===== src/rtl/core/sip_pkg.sv =====
// ----------------------------------------------------------------------------
// sip_pkg
// Widths, types and the scaling step of the segment intersection pipeline.
// ----------------------------------------------------------------------------
package sip_pkg;

  localparam int CoordW  = 32;
  localparam int DiffW   = CoordW + 1;
  localparam int ProdW   = 2 * DiffW;
  localparam int NumW    = ProdW + 1;
  localparam int MagW    = ProdW;
  localparam int AccW    = MagW + 2;
  localparam int Stages  = CoordW;
  localparam int Latency = 5 + Stages + 1;

  typedef logic signed [CoordW-1:0] coord_t;
  typedef logic        [CoordW-1:0] ucoord_t;
  typedef logic signed [DiffW-1:0]  diff_t;
  typedef logic signed [ProdW-1:0]  prod_t;
  typedef logic signed [NumW-1:0]   num_t;
  typedef logic        [MagW-1:0]   mag_t;
  typedef logic        [AccW-1:0]   acc_t;

  typedef struct packed {
    coord_t ax;
    coord_t ay;
    diff_t  ex;
    diff_t  ey;
    num_t   den;
    num_t   rn;
    num_t   sn;
  } front_t;

  typedef struct packed {
    logic    hit;
    coord_t  ax;
    coord_t  ay;
    logic    nx;
    logic    ny;
    ucoord_t mx;
    ucoord_t my;
    mag_t    den;
    mag_t    rn;
  } norm_t;

  typedef struct packed {
    logic    hit;
    coord_t  ax;
    coord_t  ay;
    logic    nx;
    logic    ny;
    ucoord_t mx;
    ucoord_t my;
    mag_t    rx;
    mag_t    ry;
    ucoord_t qx;
    ucoord_t qy;
    mag_t    den;
    mag_t    rn;
  } lane_t;

  typedef struct packed {
    mag_t       r;
    logic [1:0] d;
  } step_t;

  // one digit of floor(rn*m/den): r' = 2r + b*rn reduced by up to two den
  function automatic step_t scale_step(mag_t r, logic b, mag_t rn, mag_t den);
    acc_t  v0;
    acc_t  v1;
    acc_t  v2;
    step_t s;
    v0 = {1'b0, r, 1'b0} + (b ? {2'b00, rn} : '0);
    v1 = {1'b0, r, 1'b0} + (b ? {2'b00, rn} : '0) - {2'b00, den};
    v2 = {1'b0, r, 1'b0} + (b ? {2'b00, rn} : '0) - {1'b0, den, 1'b0};
    if (!v2[AccW-1]) begin
      s.r = v2[MagW-1:0];
      s.d = 2'd2;
    end else if (!v1[AccW-1]) begin
      s.r = v1[MagW-1:0];
      s.d = 2'd1;
    end else begin
      s.r = v0[MagW-1:0];
      s.d = 2'd0;
    end
    return s;
  endfunction

endpackage


===== src/rtl/core/sip_norm.sv =====
// ----------------------------------------------------------------------------
// sip_norm
// Sign normalization against den and the closed range tests, two stages.
// ----------------------------------------------------------------------------
module sip_norm (
  input  logic            clk_i,
  input  logic            rst_ni,
  input  logic            valid_i,
  input  sip_pkg::front_t front_i,
  output logic            valid_o,
  output sip_pkg::norm_t  norm_o
);
  import sip_pkg::*;

  logic   v4_q, v5_q;
  coord_t ax4_q, ay4_q;
  diff_t  ex4_q, ey4_q;
  logic   nz4_q;
  num_t   den4_q, rn4_q, sn4_q;
  norm_t  norm_q;
  logic   neg;

  assign neg = front_i.den[NumW-1];

  always_ff @(posedge clk_i or negedge rst_ni) begin
    if (!rst_ni) begin
      v4_q <= 1'b0;
      v5_q <= 1'b0;
    end else begin
      v4_q <= valid_i;
      v5_q <= v4_q;
    end
  end

  always_ff @(posedge clk_i) begin
    ax4_q  <= front_i.ax;
    ay4_q  <= front_i.ay;
    ex4_q  <= front_i.ex;
    ey4_q  <= front_i.ey;
    nz4_q  <= |front_i.den;
    den4_q <= neg ? -front_i.den : front_i.den;
    rn4_q  <= neg ? -front_i.rn : front_i.rn;
    sn4_q  <= neg ? -front_i.sn : front_i.sn;

    norm_q.hit <= nz4_q && !rn4_q[NumW-1] && !sn4_q[NumW-1]
                  && (rn4_q <= den4_q) && (sn4_q <= den4_q);
    norm_q.ax  <= ax4_q;
    norm_q.ay  <= ay4_q;
    norm_q.nx  <= ex4_q[DiffW-1];
    norm_q.ny  <= ey4_q[DiffW-1];
    norm_q.mx  <= ex4_q[DiffW-1] ? ucoord_t'(-ex4_q) : ucoord_t'(ex4_q);
    norm_q.my  <= ey4_q[DiffW-1] ? ucoord_t'(-ey4_q) : ucoord_t'(ey4_q);
    norm_q.den <= den4_q[MagW-1:0];
    norm_q.rn  <= rn4_q[MagW-1:0];
  end

  assign valid_o = v5_q;
  assign norm_o  = norm_q;

endmodule


===== config.mk =====
export PLATFORM = sky130hd
export DESIGN_NAME = sip_norm
export DESIGN_NICKNAME = d
export VERILOG_FILES = /design/src/rtl/core/sip_pkg.sv /design/src/rtl/core/sip_norm.sv
export SDC_FILE = /design/constraint.sdc
export NUM_CORES = 1
export LEC_CHECK = 0
export BUFFER_PORTS_ARGS = -buffer_cell sky130_fd_sc_hd__buf_2
export CELL_PAD_IN_SITES_DETAIL_PLACEMENT = 2
export CELL_PAD_IN_SITES_GLOBAL_PLACEMENT = 2
export CORE_MARGIN = 5
export CORE_UTILIZATION = 35
export CTS_CLUSTER_DIAMETER = 50
export CTS_CLUSTER_SIZE = 28
export DETAILED_ROUTE_END_ITERATION = 10
export GPL_TIMING_DRIVEN = 1
export PLACE_DENSITY_LB_ADDON = 0.1
export SLEW_MARGIN = 20
export SYNTH_ARGS = -nofsm -noshare
export SYNTH_HDL_FRONTEND = slang
export SYNTH_SLANG_ARGS = --single-unit

===== constraint.sdc =====
create_clock -name clk_i -period 9.15 [get_ports clk_i]
set_input_delay 1.3725 -clock clk_i [delete_from_list [all_inputs] [get_ports clk_i]]
set_output_delay 1.3725 -clock clk_i [all_outputs]
set_load 0.01 [all_outputs]

== Yosys cells after proc, flatten, opt, wreduce, memory -nomap -nowiden ==
Index checks and enable logic that the tools add are counted.
Storage, ports and cells
  register bits: 597
  logic and storage cells: 39
  input port bits: 334
Operators by class
  order comparisons: 2
  reduce and logical (&&, ||, !) cells: 7
  add/subtract/negate cells: 5
  muxes and demuxes: 5
Operators by type and width (count)
  67-bit negation: 3
  67-bit less-or-equal comparator: 2
  67-bit 2-to-1 mux: 2
  67-bit OR reduction: 1
  66-bit 2-to-1 mux: 1
  32-bit 2-to-1 mux: 2
  32-bit negation: 2
  1-bit logical AND: 4
  1-bit logical NOT: 2

== Logic depth before layout (Yosys ltp) ==
Gate-level depths: netlist (run 1).
  depth in word-level cells: 5
  depth in mapped cells: 11
  depth with buffers taken out: 10

== Least setup slack after synthesis (run 1) ==
OpenSTA, ideal clock, no wires.
  path kind: in2reg
  from: in front_i[140] (netlist bit)
  to: reg den4_q[59]
  arrival time: 4.503 ns
  stages: 11
  buffers on the path: 3
  setup time: 0.072 ns
  setup slack: 4.575 ns
  cell sequence: or4_4 or4_1 buf_2 or4_4 or3_4 or3_1 buf_2 or3_1 buf_6 o41ai_4 xnor2_1
Between the ends
  cells in the longest elaborated chain, start to end: 2
Ends and longest elaborated chain
  start, declared: RTL line sip_norm.sv:9  | input sip_pkg::front_t front_i,
  67-bit negation: RTL line sip_norm.sv:41  | den4_q <= neg ? -front_i.den : front_i.den;
  66-bit 2-to-1 mux: RTL line sip_norm.sv:41
  end signal, assigned: RTL line sip_norm.sv:41
  end, declared: RTL line sip_norm.sv:19  | num_t den4_q, rn4_q, sn4_q;
No other way between the ends.
A chain may end at the register's enable or synchronous reset.

== Worst setup path after layout (run 1) ==
  from: in front_i[78] (netlist bit)
  to: reg rn4_q[63]
Between the ends
  cells in the longest elaborated chain, start to end: 2
Ends and longest elaborated chain
  67-bit negation: RTL line sip_norm.sv:42  | rn4_q <= neg ? -front_i.rn : front_i.rn;
  67-bit 2-to-1 mux: RTL line sip_norm.sv:42
  end signal, assigned: RTL line sip_norm.sv:42
  end, declared: RTL line sip_norm.sv:19
No other way between the ends.

==> reports/results.ini, run 1 <==
[run_status]
outcome = finished, final reports clean

[floorplanning]
dieArea_sq_um = 63200
core-area_sq_um = 57700
die_w_um = 251
io_pins = 598
fp.dieH_um = 251
start_util_pct = 35.4
fp-row-count = 88

[timing]
fin_crit_ns = 4.72
finalHoldViolations = 0
tightest_slew_ns = 0.961
fmax_mhz = 212
finalSetupTns_ns = 0
post-route-period-util_pct = 51.6
maxSlewHeadroom_pct = 36.0
setup_violations = 0
clock_skew_ns = 0.0251
rsz0062_at_grt = false
whs_ns = 0.326
layout_setup_ws_ns = 4.43
drv_slew = 0

[worst_setup_path]
cp_cell_sequence = buf_2 -> or4_1 -> or4_4 -> or4_1 -> or4b_1 -> nor4_2 -> nand4_1 -> o31ai_1 -> xnor2_1
cp_top_family = simple AND/OR/NAND/NOR gates
crit_slowest_cell = or4_1
arrival_ns = 5.28
worst-path-max-fanout = 7
critPathCaptureType = flip-flop
start_kind = input port
worst_path_most_repeated_cell = or4_1
required_ns = 9.71
cpPeakStageDelay_ns = 0.62
path_class = input port to flip-flop
crit_buf_inv = 1

[route]
wire_per_inst_um = 23.5
drt_wl_total_um = 76400
viasPerCell = 4.88
drtIter0Drc = 499
drc = 0
antenna_left = 0
num_vias = 15835
dr.pass1.iters = 4

[placement]
place_ws_ns = 3.81
placed_cells = 3101
dpl.hpwl_um = 61600
io_buffer_count = 597
gp_congestion = 0.849

[logic_synthesis]
ys_ff_latch = 597
synth_edf_count = 0
synth_top_cell_area_share_pct = 58.4
synth_area_sq_um = 20400
syn_avg_cell_area_sq_um = 11.5
syn_inst = 1773
synth_area_leaders = dfxtp_1, xnor2_1, ha_1
synth.distinct_cells = 55
synth_fp_nets = 2246
yosys_warnings = 0
ys_seq_area_share_pct = 58.6
synthArstFlopShare_pct = 0.335
synth_top_area_cell = dfxtp_1
synth_ff_type = dfxtp_1

[global_routing]
grt_pass1_vias = 17887
antenna_found_initial = 51
gr-usage-all-layers_pct = 23.2
grt_max_degree = 131
grt_remaining_overflow = 0
grt_pass1_wl_um = 112000

[power_and_ir_drop]
seqPwrFrac_pct = 46.3
vdd_drop_max_uv = 153
p_leak_nw = 11.5
powerDensity_nw_per_um2 = 241
power_frac_clock_pct = 41.5
p_int_mw = 4.58
comb_power_share_pct = 12.2
switching_share_pct = 28.1
switching_power_mw = 1.79

[cts]
numCtsBuffers = 60
cts_tree = done
clock_path_buffers = 3
clkTransAtPathRegs_ns = 0.08
cts_sinks = 597
cts-root-buf = clkbuf_16
clock_latency_ns = 0.63
cts_resized = 0
post-cts-setup-buffer-count = 0
htree_num_levels = 2
cts_hold_buf = 0

[final_layout]
fin_cells = 3247
area_delta_synth_final_pct = 29.8
regArea_sq_um = 12000
fill_cells = 6021
drive_above_1_share_pct = 29.8
multi_input_area_sq_um = 7980
mostFrequentLayoutCell = buf_2
final_nets = 2871
final_cell_mix = buf_2, dfxtp_1, xnor2_1

[worst_hold_path]
min_path_type = flip-flop to flip-flop

[job]
cap_violations = 0

power by group through the flow:
stage / Sequential (mW) / Clock (mW) / Combinational (mW)
finish: 2.95 / 2.64 / 0.778
global route: 2.97 / 2.80 / 0.862
CTS: 2.95 / 2.70 / 0.793
detailed placement: 3.01 / 0 / 0.779
global placement: 3.00 / 0 / 0.737
floorplan: 3.02 / 0 / 0.352
logic make-up (layout without fill, tap and decap cells):
| family | after synthesis | in the layout | synth area share [%] |
|---|---|---|---|
| flops | 597 | 597 | 58.6 |
| mux | 1 | 1 | 0.0491 |
| xor+xnor | 255 | 255 | 11.0 |
| compound gates | 321 | 321 | 10.2 |
| other cells | 0 | 33 | 0 |
| buf+inv | 119 | 795 | 2.24 |
| simple gates | 341 | 341 | 9.37 |
| fa+ha+maj | 139 | 139 | 8.53 |
worst paths after layout:
path                             startpoint                   to  slack [ns]  cells past startpoint
max                             front_i[78]    rn4_q[63]$_DFF_P_        4.43                      9
min                        ax4_q[7]$_DFF_P_  norm_o[237]$_DFF_P_        0.33                      0
max reg2reg                ey4_q[0]$_DFF_P_  norm_o[162]$_DFF_P_        5.25                     10
min reg2reg                ax4_q[7]$_DFF_P_  norm_o[237]$_DFF_P_        0.33                      0
max in group asynchronous            rst_ni    valid_o$_DFF_PN0_        8.54                      1
min in group asynchronous            rst_ni       v4_q$_DFF_PN0_        0.52                      1
layer usage:
metal  up-vias  wire [um]  GRT usage, %
met4        26       2190          8.19
met2       442      39300          42.1
met1      7685      29300          25.3
li1       7544          -             -
met3       138       5480          7.55
met5         -        161             0
through the flow:
stage	total power [mW]	utilization [%]	instance area, sq um
floorplan	3.37	-	20400
global placement	3.74	42.0	24200
global route	6.64	45.8	26500
CTS	6.45	45.8	26400
detailed placement	3.79	42.0	24200
finish	6.37	45.9	26500
synthesized netlist by cell type, drive strengths merged, types with 31 or more instances:
library cell,number
o31ai,82
ha,139
nand2,97
a21oi,58
clkbuf,32
xnor2,253
inv,84
o41ai,36
or4,50
or3,45
o21ai,113
dfxtp,595
nand4,31
state kept, by name, summed over array words and instances, names as in the netlist:
register  count
sn4_q        67
rn4_q        67
den4_q       67
v4_q          1
nz4_q         1
ay4_q        32
ex4_q        33
valid_o       1
ax4_q        32
norm_o      263
ey4_q        33
area by class of cell:
| class | count | share of cell area (%) |
|---|---|---|
| multi-input combinational | 1057 | 30.1 |
| clock buffer | 69 | 6.15 |
| antenna | 33 | 0.312 |
| timing repair buffer | 598 | 11.3 |
| inverter | 84 | 1.19 |
| sequential | 597 | 45.2 |
| tap | 765 | 3.61 |
| clock inverter | 44 | 2.10 |
(Power assumes the default switching activity.)
==> run 2, diff against run 1 <==
Settings changed: CORE_UTILIZATION 35 to 32.
Clock period 9.15 ns to 4.88 ns, I/O delays scaled along.
==> reports/results.ini, run 2 (same netlist as run 1, synthesis figures left out) <==
[floorplanning]
fp.dieH_um = 262
start_util_pct = 32.3
die_w_um = 262
core-area_sq_um = 63100
io_pins = 598
dieArea_sq_um = 68900
fp-row-count = 92

[worst_setup_path]
critPathCaptureType = flip-flop
crit_slowest_cell = or4_1
start_kind = input port
cp_top_family = simple AND/OR/NAND/NOR gates
cpPeakStageDelay_ns = 0.66
path_class = input port to flip-flop
required_ns = 5.40
arrival_ns = 4.45
worst-path-max-fanout = 7
worst_path_most_repeated_cell = or4_1
cp_cell_sequence = buf_2 -> or4_1 -> or4_4 -> or4_1 -> or4b_1 -> nor4_2 -> nand4_1 -> buf_4 -> o31ai_1 -> xnor2_1
crit_buf_inv = 2

[timing]
fmax_mhz = 255
whs_ns = 0.220
post-route-period-util_pct = 80.4
setup_violations = 0
finalSetupTns_ns = 0
rsz0062_at_grt = false
tightest_slew_ns = 0.930
finalHoldViolations = 0
maxSlewHeadroom_pct = 38.0
layout_setup_ws_ns = 0.956
fin_crit_ns = 3.92
drv_slew = 0
clock_skew_ns = 0.0210

[route]
dr.pass1.iters = 4
drc = 0
drt_wl_total_um = 76100
drtIter0Drc = 647
num_vias = 15954
antenna_left = 0
viasPerCell = 4.77
wire_per_inst_um = 22.8

[placement]
dpl.hpwl_um = 61800
gp_congestion = 0.836
place_ws_ns = 0.385
placed_cells = 3188
placed_area_sq_um = 24400
io_buffer_count = 597

[cts]
cts_sinks = 597
htree_num_levels = 3
cts_resized = 0
clkTransAtPathRegs_ns = 0.08
cts-root-buf = clkbuf_16
cts_tree = done
clock_path_buffers = 3
numCtsBuffers = 67
clock_latency_ns = 0.60

[final_layout]
largest_reg_flops = 263
fill_cells = 6688
mostFrequentLayoutCell = buf_2
fin_cells = 3342
multi_input_area_sq_um = 7980
drive_above_1_share_pct = 30.2
finalInstanceArea_sq_um = 26800
regArea_sq_um = 12000
area_delta_synth_final_pct = 31.4
final_nets = 2885
final_cell_mix = buf_2, dfxtp_1, xnor2_1
postLayoutCoreUtil_pct = 42.5

[power_and_ir_drop]
vdd_drop_max_uv = 240
p_leak_nw = 11.6
powerDensity_nw_per_um2 = 457
p_total_mw = 12.3

[run_status]
outcome = finished, final reports clean

[global_routing]
grt_max_degree = 130
gr-usage-all-layers_pct = 21.1
antenna_found_initial = 50
grt_pass1_wl_um = 112000
grt_pass1_vias = 17681
grt_remaining_overflow = 0

[job]
cap_violations = 0

[worst_hold_path]
min_path_type = input port to flip-flop

run 2: changes by cell type in the layout (fill, tap and decap cells not counted), sizes merged:
cell	before	now
inv	101	108
buf	598	604
clkbuf	69	75
clkinv	19	17
clkinvlp	6	4
diode	33	31
dlygate4sd3	0	1
run 2: where the power goes:
| group | internal, mW | switching, mW |
|---|---|---|
| clock network | 2.90 | 2.38 |
| registers | 5.31 | 0.214 |
| logic | 0.629 | 0.818 |
run 2: area by class of cell:
cell class | instances | area share [%]
diodes | 31 | 0.290
multi-input cells | 1057 | 29.8
inverters | 84 | 1.18
repair buffers | 605 | 11.4
clock buffers | 75 | 6.64
flip-flops and latches | 597 | 44.7
well taps | 846 | 3.95
clock inverters | 47 | 2.10
run 2: what timing repair did:
action,4_1_cts,5_1_grt
setup buffers,0,0
hold buffers,1,0
hold endpoints to repair,2,0
endpoints found under the setup margin,0,0
run 2: worst paths after layout:
path	startpoint	to	slack, ns	cells past startpoint
max reg2reg	ey4_q[0]$_DFF_P_	norm_o[160]$_DFF_P_	1.04	10
max in group asynchronous	rst_ni	valid_o$_DFF_PN0_	4.34	2
max	front_i[78]	rn4_q[59]$_DFF_P_	0.96	10
min reg2reg	ax4_q[14]$_DFF_P_	norm_o[244]$_DFF_P_	0.32	0
min	front_i[278]	ay4_q[11]$_DFF_P_	0.22	1
min in group asynchronous	rst_ni	v4_q$_DFF_PN0_	0.44	2
run 2: per-layer routing:
| layer | wire length (um) | global-route usage [%] | vias to the layer above |
|---|---|---|---|
| met2 | 39100 | 38.1 | 450 |
| met1 | 29500 | 23.0 | 7776 |
| met5 | 173 | 0 | - |
| met4 | 1960 | 7.38 | 28 |
| li1 | - | - | 7568 |
| met3 | 5380 | 7.16 | 132 |
